[src/rtl/core/assert_macros.svh]
// ----------------------------------------------------------------------------
// assert_macros.svh
// Shared concurrent assertion macros, clocked on the rising edge and
// disabled while reset is high.
// ----------------------------------------------------------------------------
`ifndef ASSERT_MACROS_SVH
`define ASSERT_MACROS_SVH

// Property holds at every edge outside reset.
`define ASSERT_ALWAYS(lbl, clk, rst, prop, msg) \
   lbl: assert property (@(posedge clk) disable iff (rst) (prop)) else $error(msg);

// Antecedent at one edge implies consequent at the next edge.
`define ASSERT_NEXT(lbl, clk, rst, ante, cons, msg) \
   lbl: assert property (@(posedge clk) disable iff (rst) (ante) |=> (cons)) else $error(msg);

`endif

[src/rtl/core/wbrml_pkg.sv]
// ----------------------------------------------------------------------------
// wbrml_pkg
// Types and constants shared by the byte rate meter controller and datapath.
// ----------------------------------------------------------------------------
package wbrml_pkg;

   localparam int TIME_W   = 32;
   localparam int BYTES_W  = 16;
   localparam int RATE_W   = 32;
   localparam int DELAY_W  = 10;
   localparam int TOTAL_W  = 48;

   // total * 1000 fits in 58 bits; 1000 = 1024 - 16 - 8
   localparam int MUL_SH_HI  = 10;
   localparam int MUL_SH_MID = 4;
   localparam int MUL_SH_LO  = 3;
   localparam int PROD_W     = TOTAL_W + MUL_SH_HI;
   localparam int DIV_STEPS  = PROD_W;
   localparam int DIV_CNT_W  = $clog2(DIV_STEPS);

   localparam logic [TOTAL_W-1:0] MAX48     = {TOTAL_W{1'b1}};
   localparam logic [RATE_W-1:0]  MAX32     = {RATE_W{1'b1}};
   localparam logic [DELAY_W-1:0] DELAY_MAX = {DELAY_W{1'b1}};

   localparam logic [1:0] CMD_START  = 2'd0;
   localparam logic [1:0] CMD_CHUNK  = 2'd1;
   localparam logic [1:0] CMD_FINISH = 2'd2;

   typedef struct packed {
      logic [1:0]         command;
      logic [TIME_W-1:0]  time_ms;
      logic [BYTES_W-1:0] byte_count;
   } req_type;

   typedef struct packed {
      logic [RATE_W-1:0]  current_rate;
      logic [DELAY_W-1:0] delay_ms;
      logic [BYTES_W-1:0] next_request;
      logic [TOTAL_W-1:0] total_rate;
      logic [TOTAL_W-1:0] total_bytes;
   } rsp_type;

   typedef enum logic [2:0] {
      ST_IDLE,
      ST_MUL1,
      ST_MUL2,
      ST_DIV,
      ST_WRITE
   } state_type;

   // controller -> datapath
   typedef struct packed {
      logic load;
      logic mul1;
      logic mul2;
      logic div_step;
      logic commit;
   } dp_cmd_type;

   // datapath -> controller
   typedef struct packed {
      logic need_div;
      logic div_last;
      logic out_free;
   } dp_status_type;

endpackage

[src/rtl/core/wbrml_ctrl.sv]
// ----------------------------------------------------------------------------
// wbrml_ctrl
// Sequencer: accepts an item, steps the multiply and divide for a finish
// with bytes and elapsed time, then commits the result once the output register is free.
// ----------------------------------------------------------------------------
`include "assert_macros.svh"

module wbrml_ctrl (
   input  logic                    clock,
   input  logic                    reset,
   input  logic                    req_valid,
   output logic                    req_ready,
   input  wbrml_pkg::dp_status_type status,
   output wbrml_pkg::dp_cmd_type   cmd
);
   import wbrml_pkg::*;

   state_type state_ff, state_in;

   always_ff @(posedge clock) begin
      if (reset) begin
         state_ff <= ST_IDLE;
      end else begin
         state_ff <= state_in;
      end
   end

   always_comb begin
      state_in = state_ff;
      case (state_ff)
         ST_IDLE: begin
            if (req_valid) begin
               state_in = status.need_div ? ST_MUL1 : ST_WRITE;
            end
         end
         ST_MUL1:  state_in = ST_MUL2;
         ST_MUL2:  state_in = ST_DIV;
         ST_DIV: begin
            if (status.div_last) begin
               state_in = ST_WRITE;
            end
         end
         ST_WRITE: begin
            if (status.out_free) begin
               state_in = ST_IDLE;
            end
         end
         default:  state_in = ST_IDLE;
      endcase
   end

   always_comb begin
      req_ready    = 1'b0;
      cmd          = '0;
      case (state_ff)
         ST_IDLE: begin
            req_ready = 1'b1;
            cmd.load  = req_valid;
         end
         ST_MUL1:  cmd.mul1     = 1'b1;
         ST_MUL2:  cmd.mul2     = 1'b1;
         ST_DIV:   cmd.div_step = 1'b1;
         ST_WRITE: cmd.commit   = status.out_free;
         default: begin
            req_ready = 1'b0;
         end
      endcase
   end

   `ASSERT_ALWAYS(a_cmd_onehot, clock, reset, $onehot0(cmd), "more than one datapath command")
   `ASSERT_ALWAYS(a_commit_free, clock, reset, !cmd.commit || status.out_free, "commit into a full output register")
   `ASSERT_NEXT(a_finish_mul, clock, reset, cmd.load && status.need_div, state_ff == ST_MUL1, "finish did not start the multiply")

endmodule

[src/rtl/core/wbrml_dp.sv]
// ----------------------------------------------------------------------------
// wbrml_dp
// Meter state, shift-subtract multiply by 1000, restoring divider and the
// output register.
// ----------------------------------------------------------------------------
`include "assert_macros.svh"

module wbrml_dp #(
   parameter int BLOCK_MAX = 8192,
   parameter int WINDOW_MS = 1000
) (
   input  logic                      clock,
   input  logic                      reset,
   input  wbrml_pkg::req_type        req_data,
   input  logic                      csr_valid,
   input  logic [31:0]               csr_wdata,
   input  wbrml_pkg::dp_cmd_type     cmd,
   output wbrml_pkg::dp_status_type  status,
   output logic                      rsp_valid,
   input  logic                      rsp_ready,
   output wbrml_pkg::rsp_type        rsp_data
);
   import wbrml_pkg::*;

   localparam logic [TIME_W-1:0]  WIN     = TIME_W'(WINDOW_MS);
   localparam logic [BYTES_W-1:0] BLK     = BYTES_W'(BLOCK_MAX);

   logic [RATE_W-1:0]    limit_ff;
   logic [TIME_W-1:0]    start_ff, start_in;
   logic [TIME_W-1:0]    wstart_ff, wstart_in;
   logic [TOTAL_W-1:0]   total_ff, total_in;
   logic [RATE_W-1:0]    wbytes_ff, wbytes_in;
   logic [RATE_W-1:0]    rate_ff, rate_in;

   req_type              item_ff;
   logic [TIME_W-1:0]    el_ff;
   logic                 need_div_ff;
   logic [PROD_W-1:0]    prod_ff, prod_in;
   logic [RATE_W:0]      rem_ff, rem_in;
   logic [DIV_CNT_W-1:0] cnt_ff, cnt_in;

   logic                 rsp_valid_ff, rsp_valid_in;
   rsp_type              rsp_ff, rsp_in;

   logic [TIME_W-1:0]    req_el;
   logic [PROD_W-1:0]    x_ext;
   logic [RATE_W:0]      rem_sh;
   logic                 q_bit;
   logic [TOTAL_W-1:0]   quot_sat;
   logic [BYTES_W-1:0]   next_req;

   logic [TIME_W-1:0]    in_win, since_start, delay_full;
   logic [TOTAL_W:0]     total_sum;
   logic [RATE_W:0]      wb_sum;
   logic [RATE_W-1:0]    wb_new;
   logic [DELAY_W-1:0]   delay;
   logic [TOTAL_W-1:0]   trate;

   // status toward the controller
   assign req_el          = req_data.time_ms - start_ff;
   assign status.need_div = (req_data.command == CMD_FINISH) && (total_ff != '0)
                            && (req_el != '0);
   assign status.div_last = (cnt_ff == DIV_CNT_W'(DIV_STEPS - 1));
   assign status.out_free = !rsp_valid_ff || rsp_ready;

   assign next_req = (limit_ff != '0 && limit_ff < RATE_W'(BLK))
                     ? limit_ff[BYTES_W-1:0] : BLK;

   // multiply and divide
   assign x_ext    = PROD_W'(total_ff);
   assign rem_sh   = {rem_ff[RATE_W-1:0], prod_ff[PROD_W-1]};
   assign q_bit    = (rem_sh >= {1'b0, el_ff});
   assign quot_sat = (|prod_ff[PROD_W-1:TOTAL_W]) ? MAX48 : prod_ff[TOTAL_W-1:0];

   always_comb begin
      prod_in = prod_ff;
      rem_in  = rem_ff;
      cnt_in  = cnt_ff;
      if (cmd.mul1) begin
         prod_in = (x_ext << MUL_SH_HI) - (x_ext << MUL_SH_MID);
         rem_in  = '0;
         cnt_in  = '0;
      end else if (cmd.mul2) begin
         prod_in = prod_ff - (x_ext << MUL_SH_LO);
      end else if (cmd.div_step) begin
         prod_in = {prod_ff[PROD_W-2:0], q_bit};
         rem_in  = q_bit ? (rem_sh - {1'b0, el_ff}) : rem_sh;
         cnt_in  = cnt_ff + DIV_CNT_W'(1);
      end
   end

   // meter update and result fields, used on commit
   assign in_win      = item_ff.time_ms - wstart_ff;
   assign since_start = item_ff.time_ms - start_ff;
   assign total_sum   = {1'b0, total_ff} + (TOTAL_W + 1)'(item_ff.byte_count);
   assign wb_sum      = {1'b0, wbytes_ff} + (RATE_W + 1)'(item_ff.byte_count);
   assign wb_new      = wb_sum[RATE_W] ? MAX32 : wb_sum[RATE_W-1:0];
   assign delay_full  = WIN - in_win;

   always_comb begin
      start_in  = start_ff;
      wstart_in = wstart_ff;
      total_in  = total_ff;
      wbytes_in = wbytes_ff;
      rate_in   = rate_ff;
      delay     = '0;
      trate     = '0;
      case (item_ff.command)
         CMD_START: begin
            start_in  = item_ff.time_ms;
            wstart_in = item_ff.time_ms;
            total_in  = '0;
            wbytes_in = '0;
            rate_in   = '0;
         end
         CMD_CHUNK: begin
            if (item_ff.byte_count != '0) begin
               total_in = total_sum[TOTAL_W] ? MAX48 : total_sum[TOTAL_W-1:0];
               if (in_win < WIN) begin
                  wbytes_in = wb_new;
                  if (since_start < WIN) begin
                     rate_in = wb_new;
                  end
                  if (limit_ff != '0 && wb_new >= limit_ff) begin
                     delay = (delay_full > TIME_W'(DELAY_MAX))
                             ? DELAY_MAX : delay_full[DELAY_W-1:0];
                  end
               end else begin
                  rate_in   = wbytes_ff;
                  wstart_in = item_ff.time_ms;
                  wbytes_in = '0;
               end
            end
         end
         CMD_FINISH: begin
            trate = need_div_ff ? quot_sat : total_ff;
         end
         default: begin
            trate = '0;
         end
      endcase
   end

   always_comb begin
      rsp_in              = rsp_ff;
      rsp_in.current_rate = rate_in;
      rsp_in.delay_ms     = delay;
      rsp_in.next_request = next_req;
      rsp_in.total_rate   = trate;
      rsp_in.total_bytes  = total_in;
   end

   always_comb begin
      rsp_valid_in = rsp_valid_ff;
      if (cmd.commit) begin
         rsp_valid_in = 1'b1;
      end else if (rsp_ready) begin
         rsp_valid_in = 1'b0;
      end
   end

   // control and meter state
   always_ff @(posedge clock) begin
      if (reset) begin
         limit_ff     <= '0;
         start_ff     <= '0;
         wstart_ff    <= '0;
         total_ff     <= '0;
         wbytes_ff    <= '0;
         rate_ff      <= '0;
         rsp_valid_ff <= 1'b0;
         cnt_ff       <= '0;
      end else begin
         if (csr_valid) begin
            limit_ff <= csr_wdata;
         end
         if (cmd.commit) begin
            start_ff  <= start_in;
            wstart_ff <= wstart_in;
            total_ff  <= total_in;
            wbytes_ff <= wbytes_in;
            rate_ff   <= rate_in;
         end
         rsp_valid_ff <= rsp_valid_in;
         cnt_ff       <= cnt_in;
      end
   end

   // payload
   always_ff @(posedge clock) begin
      if (cmd.load) begin
         item_ff     <= req_data;
         el_ff       <= req_el;
         need_div_ff <= status.need_div;
      end
      prod_ff <= prod_in;
      rem_ff  <= rem_in;
      if (cmd.commit) begin
         rsp_ff <= rsp_in;
      end
   end

   assign rsp_valid = rsp_valid_ff;
   assign rsp_data  = rsp_ff;

   `ASSERT_NEXT(a_commit_valid, clock, reset, cmd.commit, rsp_valid_ff, "commit did not raise result valid")
   `ASSERT_ALWAYS(a_rem_bound, clock, reset, !cmd.div_step || rem_ff < {1'b0, el_ff}, "divider remainder not below divisor")

endmodule

[src/rtl/core/windowed_byte_rate_meter_limiter_top.sv]
// ----------------------------------------------------------------------------
// windowed_byte_rate_meter_limiter_top
// Meters a byte stream in fixed millisecond windows, asks for throttling
// delays against a byte limit and reports the average rate on finish.
// ----------------------------------------------------------------------------
//
//  channel   direction  handshake              payload
//  req_      in         req_valid / req_ready  req_data  (command, time, bytes)
//  rsp_      out        rsp_valid / rsp_ready  rsp_data  (rates, delay, sizes)
//  csr_      in         csr_valid / csr_ready  csr_wdata (byte limit, 0 = none)
//
//  Start, chunk and unused commands, and a finish with no bytes or no
//  elapsed time, go from accept to commit. Other finishes run the multiply
//  (MUL1, MUL2), then the one-bit-per-cycle restoring divider (58 steps).
//  Reset is synchronous and clears limit, meter state and result valid.
//  A result waiting in the output register does not block the next
//  transfer in; the commit of that item waits until the register is free.
//  csr_ready is always high; the user must write the limit only while idle.
// ----------------------------------------------------------------------------
module windowed_byte_rate_meter_limiter_top #(
   parameter int BLOCK_MAX = 8192,
   parameter int WINDOW_MS = 1000
) (
   input  logic                clock,
   input  logic                reset,
   input  logic                req_valid,
   output logic                req_ready,
   input  wbrml_pkg::req_type  req_data,
   output logic                rsp_valid,
   input  logic                rsp_ready,
   output wbrml_pkg::rsp_type  rsp_data,
   input  logic                csr_valid,
   output logic                csr_ready,
   input  logic [31:0]         csr_wdata
);
   import wbrml_pkg::*;

   dp_cmd_type    cmd;
   dp_status_type status;

   // limit register takes every write at once
   assign csr_ready = 1'b1;

   // sequencer: one item in flight
   wbrml_ctrl u_ctrl (
      .clock     (clock),
      .reset     (reset),
      .req_valid (req_valid),
      .req_ready (req_ready),
      .status    (status),
      .cmd       (cmd)
   );

   // meter state, multiply/divide unit and output register
   wbrml_dp #(
      .BLOCK_MAX (BLOCK_MAX),
      .WINDOW_MS (WINDOW_MS)
   ) u_dp (
      .clock     (clock),
      .reset     (reset),
      .req_data  (req_data),
      .csr_valid (csr_valid),
      .csr_wdata (csr_wdata),
      .cmd       (cmd),
      .status    (status),
      .rsp_valid (rsp_valid),
      .rsp_ready (rsp_ready),
      .rsp_data  (rsp_data)
   );

endmodule

[config.mk]
export PLATFORM = sky130hd
export DESIGN_NAME = windowed_byte_rate_meter_limiter_top
export DESIGN_NICKNAME = d
export VERILOG_FILES = /design/src/rtl/core/wbrml_pkg.sv /design/src/rtl/core/wbrml_ctrl.sv /design/src/rtl/core/wbrml_dp.sv /design/src/rtl/core/windowed_byte_rate_meter_limiter_top.sv
export VERILOG_INCLUDE_DIRS = /design/src /design/src/rtl/core
export SDC_FILE = /design/constraint.sdc
export NUM_CORES = 2
export LEC_CHECK = 0
export ABC_AREA = 1
export BUFFER_PORTS_ARGS = -buffer_cell sky130_fd_sc_hd__buf_2
export CAP_MARGIN = 25
export CORE_MARGIN = 8
export CORE_UTILIZATION = 30
export DETAILED_ROUTE_END_ITERATION = 7
export HOLD_SLACK_MARGIN = 0.1
export PLACE_DENSITY = 0.51
export SLEW_MARGIN = 0
export SYNTH_ARGS = -nofsm -noshare
export SYNTH_HDL_FRONTEND = slang
export SYNTH_SLANG_ARGS = --single-unit
[constraint.sdc]
create_clock -name clock -period 5.7 [get_ports clock]
set_clock_uncertainty 0.15 [all_clocks]
set_input_delay 0.57 -clock clock [delete_from_list [all_inputs] [get_ports clock]]
set_output_delay 0.57 -clock clock [all_outputs]
set_load 0.005 [all_outputs]
Yosys cells after proc, flatten, opt, wreduce, memory -nomap -nowiden

Index checks and enable logic that the tools add are counted.

Output and inout bits: 157
Flip-flop bits (word level): 545
Input port bits: 87

$lt $le $gt $ge: 6
Eq/ne operators: 13
Reductions and logical operators: 23
Bitwise logic cells: 1
$add $sub $neg: 10
Muxes and demuxes: 34

Operators by type and width:

| cell                                                                    | count |
|---|---|
| 32-bit two-way mux                                                      | 9 |
| 48-bit two-way mux                                                      | 4 |
| 32-bit one-hot mux with 2 select lines                                  | 3 |
| 58-bit two-way mux                                                      | 3 |
| 32-bit subtractor                                                       | 4 |
| 48-bit one-hot mux with 2 select lines                                  | 1 |
| 32-bit by 10-bit < comparator with 1-bit output (second input constant) | 2 |
| 32-bit nonzero test                                                     | 2 |
| 58-bit by 51-bit subtractor with 58-bit output                          | 1 |
| 58-bit by 52-bit subtractor with 58-bit output                          | 1 |
| 48-bit by 16-bit adder with 49-bit output                               | 1 |
| 48-bit nonzero test                                                     | 1 |
| 32-bit by 16-bit adder with 33-bit output                               | 1 |
| 33-bit by 32-bit >= comparator with 1-bit output                        | 1 |
| 32-bit >= comparator                                                    | 1 |
| 32-bit by 10-bit > comparator with 1-bit output (second input constant) | 1 |
| 32-bit by 14-bit < comparator with 1-bit output (second input constant) | 1 |
| 10-bit by 32-bit subtractor with 32-bit output (first input constant)   | 1 |
| 16-bit nonzero test                                                     | 1 |
| 3-bit one-hot mux with 5 select lines                                   | 1 |
| 3-bit two-way mux                                                       | 4 |
| 10-bit two-way mux                                                      | 1 |
| 10-bit OR reduction                                                     | 1 |
| 1-bit two-way mux                                                       | 8 |
| other kinds (21)                                                        | 33 |

Logic depth before layout (Yosys ltp)

Depth in word-level cells: 6
Gate-level depth with buffers: 28
Gate-level depth less buffers: 28

Modules after synthesis

From an unflattened synthesis, not the netlist that was laid out.

Cell total of the unflattened synthesis: 6163
Area, all modules: 42226.7 um^2

Modules (own cells, without submodules):

| module                               | area an instance (um^2) | times used | cells an instance |
|---|---|---|---|
| wbrml_dp                             | 41981.5                 | 1          | 6125 |
| wbrml_ctrl                           | 234.0                   | 1          | 36 |
| windowed_byte_rate_meter_limiter_top | 11.3                    | 1          | 2 |

Worst setup path before layout

OpenSTA, ideal clock, no wires.

Path kind: input to register
From: input rsp_ready
To: register u_dp.rsp_ff, in the netlist u_dp.rsp_data[0] (enable)
Arrival: 5.467 ns
Required time: 4.972 ns
Slack: -0.496 ns
Stages: 4
Path through: nor2_1 -> nor3_1 -> clkbuf_1 -> clkbuf_1

RTL lines:

| item                 | line                                       | text |
|---|---|---|
| start, declared      | windowed_byte_rate_meter_limiter_top.sv:30 | `input logic rsp_ready,` |
| end signal, assigned | wbrml_dp.sv:199                            | `rsp_ff <= rsp_in;` |
| end, declared        | wbrml_dp.sv:43                             | `rsp_type rsp_ff, rsp_in;` |

Worst setup path in the final report

From: register u_dp.item_ff[0] (netlist name)
To: register u_dp.rsp_ff, in the netlist u_dp.rsp_data[118] (data pin)

Word-level cells in the longest chain between the ends: 5
Elaborated cells on any way between the ends: 6
Classes of those cells: add/sub (1); order compare (1); mux (1); reduce/logical (3)

RTL lines:

| item                                      | line            | text |
|---|---|---|
| start, declared                           | wbrml_dp.sv:35  | `req_type item_ff;` |
| start signal, assigned                    | wbrml_dp.sv:192 | `item_ff <= req_data;` |
| 32-bit by 16-bit adder with 33-bit output | wbrml_dp.sv:96  | `assign wb_sum = {1'b0, wbytes_ff} + (RATE_W + 1)'(item_ff.byte_count);` |
| 32-bit two-way mux                        | wbrml_dp.sv:97  | `assign wb_new = wb_sum[RATE_W] ? MAX32 : wb_sum[RATE_W-1:0];` |
| 32-bit >= comparator                      | wbrml_dp.sv:124 | `if (limit_ff != '0 && wb_new >= limit_ff) begin` |
| 1-bit logical AND                         | wbrml_dp.sv:124 |  |
| 4-bit AND reduction (no source line) (*)  | n/a             |  |

Mark *: on every way between the ends. The rest lies on a longest branch, timed or not.
A chain may end at the register's enable or synchronous reset.

==> summary.md <==
| Metric | Value |
|---|---|
| CTS tree | built |
| Clock transition at the registers of the reported paths | 0.06 ns |
| Inserted Clock Buffers | 75 |
| Req. time, crit path | 6.00 ns |
| Hpwl dp | 132400 um |
| Final Power | 17.35 mW |
| Rows | 139 |
| Vias per cell | 5.022 |
| Pwr Density | 348.7 mW/mm^2 |
| Layout cell share with drive strength beyond 1 | 0.09525 |
| IO Count | 244 |
| Global route overflow | 0 |
| Slew @ Worst Pin | 0.9822 ns |
| Max-cap check violation count | 0 |
| Worst-skew pair later-pin latency | 0.69 ns |
| Crit-path max FO | 19 |
| Critical Path Sink Type | flop |
| Wire length of the first global-routing pass | 252200 um |
| Starting Density | 0.3010 |
| Drt pass-1 iters | 6 |
| Area Growth Syn to Fin | 15.62% |
| Gpl congestion | 0.9366 |
| Post-Place Worst Slack | 0.6736 ns |
| Main flop type after synthesis | edfxtp_1 |
| Post-route ant nets | 0 |
| Tmin final | 5.013 ns |
| CP max stage cell | edfxtp_1 |
| Crit share post-route | 0.8795 |
| Vias in the first global route | 40980 |
| Worst slew margin | 0.3445 |
| Final setup fails | 0 |
| Root buf cell | clkbuf_16 |
| Port Buf Inserts | 242 |
| Sequential fraction of the synthesis area | 0.3222 |
| Syn avg cell area | 6.845 um^2 |
| WL per Instance | 19.40 um |
| Fin. max-slew vios | 0 |
| Layout filler cell count | 15590 |
| Overall die height | 394.7 um |
| Core Footprint | 0.1430 mm^2 |
| Via Count | 42900 |
| EDFF count, synth | 295 |
| Slowest stage delay, CP | 0.43 ns |
| Cell count after synthesis | 6286 |
| Worst Hold Class | in2reg |
| Most frequent cells in the layout | 1601 x nand2_1, 871 x inv_1, 630 x a21oi_1 |
| Worst path arrival time | 5.31 ns |
| Pleak | 21.88 nW |
| Seq cells post-synth | 545 |
| # nets final | 6949 |
| WL final | 165700 um |
| Setup TNS | 0 ns |
| Status | finished clean |
| Crit path top cell by count | nand2_1 |
| Initial antenna violation count | 9 |
| Largest net degree at the start of global routing | 70 |
| Yosys warning count | 0 |
| GRT Util Overall | 0.2042 |
| Die Width | 394.7 um |
| CTS Buffer Depth | 3 |
| Critical Path Start Type | flop |
| Max VDD drop | 193.8 uV |
| Initial DRC count | 2994 |
| H-tree depth | 3 |
| Die footprint | 0.1558 mm^2 |
| Unrepaired setup endpoints after global routing | no |
| Ys async rst share | 0 |
| Yosys cell types | 68 |
| Final hold vios | 0 |
| CP Class | reg2reg |
| Post-route DRC | 0 |
| CTS Sinks | 545 |
| Fmax | 199.5 MHz |
| Most common cell after layout, fill and taps aside | nand2_1 |
| Synth Cell Area | 0.04303 mm^2 |
| Final setup margin | 0.6871 ns |
| Post-CTS sizing | 0 |
==> through the flow <==
| stage | utilization | cells | area, um^2 | hold slack, ns |
|---|---|---|---|---|
| after floorplan | - | 6287 | 43030 | 0.2920 |
| after global placement | 0.3240 | 8317 | 46320 | 0.3007 |
| after detailed placement | 0.3241 | 8318 | 46340 | 0.3083 |
| after CTS | 0.3479 | 8538 | 49740 | 0.1420 |
| after global routing | 0.3479 | 8539 | 49740 | 0.1879 |
| final | 0.3480 | 8542 | 49750 | 0.1816 |
==> synthesized netlist by cell type (10+ instances only) <==
library cell	count	area [um^2]
o211ai_1	37	277.8
nand3_1	325	1627
clkbuf_1	123	461.7
nand2_1	1601	6010
ha_1	282	3528
buf_1	15	56.30
clkinv_1	13	48.80
buf_2	11	55.05
or2_2	18	112.6
o31ai_1	51	382.9
o21ai_0	385	1927
nand3_2	36	360.4
a21o_1	34	255.2
nand2_2	37	231.5
nor2_2	21	131.4
o21ai_1	37	185.2
nor2_1	523	1963
a31oi_1	54	337.8
a21oi_1	630	3153
xnor2_1	48	420.4
inv_2	21	78.83
inv_1	872	3273
a21oi_2	52	455.4
a21boi_0	10	75.07
nand4_1	121	757.0
nor2_4	11	123.9
nor3_1	76	380.4
o21bai_1	23	172.7
o221ai_1	11	96.34
nand3b_1	15	112.6
dfxtp_1	250	5005
edfxtp_1	295	8859
o21a_1	22	165.2
nor4_1	44	275.3
xor2_1	91	797.0
==> worst paths after layout <==
check / end / from / slack, ns / cells past startpoint
setup / recovery: u_dp.rsp_data[118] / u_dp.item_ff[0] / 0.69 / 28
hold / removal: u_dp.wbytes_ff[9] / reset / 0.18 / 2
setup reg to reg: u_dp.rsp_data[118] / u_dp.item_ff[0] / 0.69 / 28
hold reg to reg: u_dp.wstart_ff[8] / u_dp.wstart_ff[8] / 0.31 / 2
==> sequential cells by signal (all words and copies together), names as in the netlist, 48 cells and up <==
signal         count
u_dp.rsp_data    154
u_dp.prod_ff      58
u_dp.item_ff      50
u_dp.total_ff     48
==> kinds of logic after synthesis <==
logic type	Yosys count	synth area share
AND/OR/NAND/NOR	2858	0.2869
AO/OA/AOI/OAI	1381	0.1810
XOR/XNOR	140	0.02867
other	2	0.0001745
flip-flops	545	0.3222
buffers and inverters	1072	0.09628
adder cells (fa/ha/maj)	288	0.08479
==> metal layers <==
layer | routed length [um] | track usage
met1 | 76100 | 0.2736
met5 | 13 | 0
met2 | 76140 | 0.3400
met4 | 5180 | 0.06415
met3 | 8269 | 0.02748
==> power breakdown <==
group          total [mW]  switching [mW]  internal (mW)
combinational        7.14            4.97           2.17
clock                4.99            2.04           2.95
sequential           5.23           0.362           4.86
total                17.3            7.36           9.99
==> critical path, delay by kind of cell, from the launching register on <==
kind            cells  cell delay [ns]
compound gates      6             1.13
fa+ha+maj           3             0.87
buf+inv             4             0.48
flops               1             0.43
simple gates       15             1.71
==> repair_timing <==
action | in CTS | in global routing
setup buffers | 0 | 0
hold buffers | 82 | 0
setup endpoints to repair | 0 | 0
endpoints found under the hold margin | 82 | 0
==> layout make-up <==
cell class                 count  area, um^2  area share
antenna                        4       10.01   0.0002012
clock buffer                 101        2076     0.04172
clock inverter                37       508.0     0.01021
inverter                     909        3423     0.06881
multi-input combinational   4670       25070      0.5040
sequential                   545       13860      0.2787
tap                         1903        2381     0.04786
timing repair buffer         373        2415     0.04854
No activity file was read; power rests on OpenSTA's default activity.
